===== src/design/kmp_substring_search_defines.svh =====
// ----------------------------------------------------------------------------
// kmp substring search assertion macros
// shared property forms, sampled on clk and disabled while rst_n is low
// ----------------------------------------------------------------------------
`ifndef KMP_SUBSTRING_SEARCH_DEFINES_SVH
`define KMP_SUBSTRING_SEARCH_DEFINES_SVH

// condition holds at every edge out of reset
`define KMP_ASSERT_ALWAYS(lbl, cond, msg) \
    lbl: assert property (@(posedge clk) disable iff (!rst_n) (cond)) else $error(msg);

// consequent holds in the same cycle as the antecedent
`define KMP_ASSERT_IMPLY(lbl, ante, cons, msg) \
    lbl: assert property (@(posedge clk) disable iff (!rst_n) (ante) |-> (cons)) else $error(msg);

`endif


===== src/design/kmp_pkg.sv =====
// ----------------------------------------------------------------------------
// kmp package
// sizes, queue entry type and sequencer states of the substring search block
// ----------------------------------------------------------------------------
`timescale 1ns / 1ps
`default_nettype none

package kmp_pkg;

    // longest pattern kept and first text index that is no longer reported
    localparam int PAT_MAX  = 256;
    localparam int TEXT_MAX = 65536;

    localparam int BYTE_W = 8;
    localparam int MS_W   = 16;
    // pattern memory address, pattern length and signed link widths
    localparam int AW     = $clog2(PAT_MAX);
    localparam int LEN_W  = $clog2(PAT_MAX + 1);
    localparam int PTR_W  = LEN_W + 1;
    // text position saturates at TEXT_MAX + PAT_MAX
    localparam int POS_W  = $clog2(TEXT_MAX + PAT_MAX + 1);
    localparam int ST_W   = POS_W + 1;

    localparam logic [LEN_W-1:0] PAT_LIM  = LEN_W'(PAT_MAX);
    localparam logic [POS_W-1:0] POS_SAT  = POS_W'(TEXT_MAX + PAT_MAX);
    localparam logic [ST_W-1:0]  TEXT_LIM = ST_W'(TEXT_MAX);

    // queue between front and back
    localparam int QDEPTH = 2;
    localparam int QAW    = $clog2(QDEPTH);
    localparam int QCW    = $clog2(QDEPTH + 1);

    typedef struct packed {
        logic              is_text;
        logic [BYTE_W-1:0] data;
        logic              last;
    } item_t;

    typedef enum logic [1:0] {
        ST_IDLE,
        ST_PAT_WALK,
        ST_TXT_WALK
    } state_t;

endpackage

`default_nettype wire


===== src/design/kmp_front.sv =====
// ----------------------------------------------------------------------------
// kmp front
// takes input beats, classifies them and holds them in a short queue
// ----------------------------------------------------------------------------
`timescale 1ns / 1ps
`default_nettype none

module kmp_front (
    input  logic                         clk,
    input  logic                         rst_n,
    input  logic                         item_valid,
    output logic                         item_stall,
    input  logic                         mode,
    input  logic [kmp_pkg::BYTE_W-1:0]   data_byte,
    input  logic                         last_byte,
    output logic                         q_valid,
    output kmp_pkg::item_t               q_item,
    input  logic                         q_pop
);
    import kmp_pkg::*;

    item_t            entry_reg [QDEPTH];
    logic [QAW-1:0]   wr_ptr_reg;
    logic [QAW-1:0]   wr_ptr_next;
    logic [QAW-1:0]   rd_ptr_reg;
    logic [QAW-1:0]   rd_ptr_next;
    logic [QCW-1:0]   count_reg;
    logic [QCW-1:0]   count_next;
    logic             push;
    logic             pop;
    item_t            new_item;

    // classify the incoming beat
    always_comb
    begin
        new_item.is_text = mode;
        new_item.data    = data_byte;
        new_item.last    = last_byte;
    end

    assign item_stall = (count_reg == QCW'(QDEPTH));
    assign push       = item_valid && !item_stall;
    assign q_valid    = (count_reg != '0);
    assign pop        = q_pop && q_valid;
    assign q_item     = entry_reg[rd_ptr_reg];

    // pointer and fill count update
    always_comb
    begin
        wr_ptr_next = wr_ptr_reg;
        rd_ptr_next = rd_ptr_reg;
        count_next  = count_reg;
        if (push)
        begin
            wr_ptr_next = (wr_ptr_reg == QAW'(QDEPTH - 1)) ? '0 : wr_ptr_reg + QAW'(1);
        end
        if (pop)
        begin
            rd_ptr_next = (rd_ptr_reg == QAW'(QDEPTH - 1)) ? '0 : rd_ptr_reg + QAW'(1);
        end
        if (push && !pop)
        begin
            count_next = count_reg + QCW'(1);
        end
        else if (pop && !push)
        begin
            count_next = count_reg - QCW'(1);
        end
    end

    always_ff @(posedge clk or negedge rst_n)
    begin
        if (!rst_n)
        begin
            wr_ptr_reg <= '0;
            rd_ptr_reg <= '0;
            count_reg  <= '0;
        end
        else
        begin
            wr_ptr_reg <= wr_ptr_next;
            rd_ptr_reg <= rd_ptr_next;
            count_reg  <= count_next;
        end
    end

    // queue storage
    always_ff @(posedge clk)
    begin
        if (push)
        begin
            entry_reg[wr_ptr_reg] <= new_item;
        end
    end

endmodule

`default_nettype wire


===== config.mk =====
export PLATFORM = sky130hd
export DESIGN_NAME = kmp_front
export DESIGN_NICKNAME = d
export VERILOG_FILES = /design/src/design/kmp_substring_search_defines.svh /design/src/design/kmp_pkg.sv /design/src/design/kmp_front.sv
export SDC_FILE = /design/constraint.sdc
export NUM_CORES = 1
export LEC_CHECK = 0
export BUFFER_PORTS_ARGS = -buffer_cell sky130_fd_sc_hd__buf_2
export CORE_MARGIN = 1
export CORE_UTILIZATION = 47
export DETAILED_ROUTE_END_ITERATION = 10
export GPL_ROUTABILITY_DRIVEN = 0
export GPL_TIMING_DRIVEN = 1
export PLACE_DENSITY = 0.73
export SETUP_SLACK_MARGIN = 0.5
export SYNTH_ARGS = -nofsm -noshare
export SYNTH_HDL_FRONTEND = slang
export SYNTH_SLANG_ARGS = --single-unit

===== constraint.sdc =====
create_clock -name clk -period 2.9 [get_ports clk]
set_input_delay 0.145 -clock clk [delete_from_list [all_inputs] [get_ports clk]]
set_output_delay 0.145 -clock clk [all_outputs]
set_load 0.02 [all_outputs]

Yosys cells after proc, flatten, opt, wreduce, memory -nomap -nowiden
Memories as Yosys holds them, arrays and structs flattened.
Cells that the tools add are included.
{ "word_totals": {"ff_bits": 4, "ram_bits": 20, "inputBits": 14, "out_inout_bits": 12, "elab_cells": 24, "memories": 1} }
{ "classes": {"addsub": 4, "eq_ne": 1, "muxes": 6, "n_reduce_logical": 9} }
{ "memory_table": {"columns": ["memory", "words", "width", "rd", "rd_ports_with_merged_regs", "wr", "line_no", "rtl"], "rows": [
  ["entry_reg", 2, 10, 1, 0, 1, "kmp_front.sv:22", "item_t entry_reg [QDEPTH];"]
]} }
{ "ops": {"columns": ["cell", "count"], "rows": [
  ["logical AND 1 bit", 4],
  ["two-way mux 1 bit", 4],
  ["two-way mux 2 bit", 2],
  ["nonzero test 2 bit", 2],
  ["logical NOT 1 bit", 3],
  ["adder 1 bit, second input constant", 2],
  ["adder 2 x 1 -> 2 bit, second input constant", 1],
  ["equality test 2 bit, second input constant", 1],
  ["subtractor 2 x 1 -> 2 bit, second input constant", 1]
]} }

Longest topological paths before layout
{ "depth": {"ltp_word": 7, "mapped_depth": 7} }

Worst setup path after synthesis
Ideal clock, no wire load.
{ "synth_timing": {"kind": "register to register", "startpoint": "reg count_reg[0]", "endpoint": "mem entry_reg[0][0] (netlist bit) (enable)", "setup_time_ns": 0.376, "arrival_ns": 1.069, "required_time_ns": 2.524, "slack_ns": 1.455, "stages_incl_launch_ff": 4, "path_buffers": 0, "synth_period_minus_slack_ns": 1.445, "cell_sequence": "dfrtp_1 > nand2b_1 > nand2_2 > nor2_1"} }
{ "synth_between": {"elab_chain_len": 5} }
{ "synth_rtl": {"columns": ["element", "line_no", "rtl"], "rows": [
  ["from (decl)", "kmp_front.sv:27", "logic [QCW-1:0] count_reg;"],
  ["from (signal assigned)", "kmp_front.sv:83", "count_reg <= count_next;"],
  ["equality test 2 bit", "kmp_front.sv:41", "assign item_stall = (count_reg == QCW'(QDEPTH));"],
  ["logical NOT 1 bit", "kmp_front.sv:42", "assign push = item_valid && !item_stall;"],
  ["logical AND 1 bit", "kmp_front.sv:42", null],
  ["two-way mux 1 bit", "kmp_front.sv:90", "if (push)"],
  ["two-way mux 1 bit (not written as such)", "kmp_front.sv:92", "entry_reg[wr_ptr_reg] <= new_item;"],
  ["to (decl)", "kmp_front.sv:22", null]
]} }
No other way between the ends.

==> qor.txt <==
Overall Power -> 1.143 mW
Synth Register Bits -> 24
I/O Pins -> 26
Post-synth cell types -> 15
Initial Utilization -> 49.87%
Slew headroom -> 43.34%
Worst Path Max Fanout -> 11
Post-Layout Cell Count -> 106
Die Width -> 47.39 microns
Max reg flops -> 20
Worst setup margin -> 1.151 ns
Clock Pin Slew Worst Setup and Hold Paths -> 0.13 ns
Area contributors post-synth -> edfxtp_1, mux2_4, dfrtp_1
Leak -> 0.4913 nW
Worst VDD drop -> 659.0 uV
Antenna violation net count after detailed routing -> 0
Final Skew -> 0.01029 ns
Synth Area in Simple Gates -> 4.780%
Dpl hpwl -> 905.4 microns
Initial drt markers -> 10
CTS Root Cell -> clkbuf_4
First-pass GRT wire length -> 1.800 mm
Pwr Density -> 992.0 mW/mm^2
Dpl ws -> 1.234 ns
Count of input and output buffers -> 25
Final #Nets -> 95
CP required -> 2.76 ns
Worst path slowest cell -> dfrtp_1
Largest family of logic cells by synthesized area -> multiplexers
Core Area -> 0.001942 sq mm
Max frequency -> 571.7 MHz
Remaining DRCs -> 0
Outcome -> completed
Placed cell areas -> 0.001116 sq mm
Largest net degree at the start of global routing -> 14
Row count -> 16
Dpl cells -> 101
Drt total wl -> 1.262 mm
Fin crit share -> 60.32%
Initial antenna violation count -> 0
Vias -> 491
Clk buf depth -> 2
Final instance area -> 0.001152 sq mm
Arr. time, crit path -> 1.60 ns
Final Hold Viols -> 0
Die height -> 47.39 microns
Grt total ovfl -> 0
Commonest non-fill, non-tap cell in the layout -> buf_2
GR Util All Layers -> 12.21%
Cell taking the most area after synthesis -> edfxtp_1
Share of layout cells above drive strength 1 -> 51.90%
Synth Area in XOR/XNOR -> 4.522%
Worst setup EP type -> output pin
Ant diodes -> 0
Cell Chain, Critical Path -> mux2_2 -> buf_2
Synth Area in Adders -> 1.292%
Cells after Synth -> 50
Area grow syn2layout -> 18.99%
Via count of the first global-routing pass -> 452
CTS tree -> yes
Yosys top cell area share -> 62.02%
Worst-Margin Slew -> 0.8468 ns
Clock sink total -> 24
Post-CTS setup buffer count -> 0
Most frequent cells in the layout -> buf_2, edfxtp_1, mux2_4, dfrtp_1
Avg Synthesized Cell Area -> 19.37 sq um
Vias per cell -> 4.632
Seq/Total Area, Yosys -> 72.35%
CTS Hold Buffers Added -> 1
Worst Path Class, Setup -> register to output pin
DR pass1 iterations -> 4
Syn Nets -> 65
Post-synthesis mux area share -> 15.12%
H-tree depth -> 1
Final slew viol count -> 0
RSZ-0062 raised after global routing -> false
Synth Area in Compound Gates -> 0%
Max Cap Violations -> 0
Num CTS Buffers -> 3
Minimum clock period -> 1.749 ns
Startpoint Class -> register
Die area -> 0.002246 sq mm
Total Neg Setup Slack -> 0 ns
WL per Instance -> 11.91 microns
Yosys warns -> 0
HP Class -> input pin to register
Fill count -> 163
Mapped Area -> 968.4 sq um
Worst-skew pair later-pin latency -> 0.31 ns
CTS resizes -> 0
Largest stage delay, worst path -> 0.75 ns
Final setup violation count -> 0
-- worst max-delay path: cells and delay by family (launching register included) --
family,cells,cell delay (ns)
buffers and inverters,1,0.16
muxes,1,0.40
DFF,1,0.75
-- power by group --
group / internal (mW) / total, mW / switching, mW
clock: 0.0502 / 0.141 / 0.0910
sequential: 0.480 / 0.554 / 0.0739
combinational: 0.222 / 0.448 / 0.226
total: 0.752 / 1.14 / 0.391
-- cell usage after synthesis --
| master | number |
|---|---|
| nand2_2 | 1 |
| ha_1 | 1 |
| xnor2_1 | 3 |
| edfxtp_1 | 20 |
| dfrtp_1 | 4 |
| xor2_1 | 2 |
| nand2b_1 | 1 |
| buf_6 | 1 |
| inv_1 | 2 |
| mux2_2 | 1 |
| nor2_1 | 2 |
| nand2_4 | 1 |
| mux2_4 | 9 |
| or2_4 | 1 |
| and3_1 | 1 |
-- final timing paths --
path,startpoint,endpoint,slack [ns],depth (start not counted)
max,rd_ptr_reg,q_item[3],1.15,2
min,data_byte[3],entry_reg[0][4],0.02,1
max reg2reg,count_reg[0],entry_reg[0][2],1.22,3
min reg2reg,count_reg[1],count_reg[1],0.51,1
max in group asynchronous,rst_n,rd_ptr_reg,2.61,2
min in group asynchronous,rst_n,count_reg[1],0.17,2
-- cell families after synthesis --
logic type	count (synthesis)
DFF	24
muxes	10
and+or+nand+nor	7
xor gates and xnor gates	5
buffers and inverters	3
adders and majority gates	1
-- final cells by class --
class / instances / area [sq um] / area share (%)
flip-flops and latches: 24 / 700.7 / 60.80
multi-input cells: 23 / 249.0 / 21.61
clock inverters: 1 / 3.754 / 0.3257
well taps: 27 / 33.78 / 2.932
repair buffers: 26 / 135.1 / 11.73
clock buffers: 3 / 22.52 / 1.954
inverters: 2 / 7.507 / 0.6515
-- layer usage --
metal	global-route usage (%)	up-vias	wire length [microns]
met5	0	-	0
met2	21.10	15	682
met3	2.308	0	52
li1	-	238	-
met4	6.857	0	0
met1	14.11	238	527
-- per-stage QoR --
| stage | util, % | hold slack [ns] |
|---|---|---|
| global route | 59.34 | 0.005151 |
| detailed placement | 57.47 | -0.03979 |
| floorplan | - | -0.1506 |
| finish | 59.34 | 0.01586 |
| global placement | 57.47 | -0.04300 |
| CTS | 59.34 | 0.009288 |
Note: power is estimated with default switching activity, not from simulation.
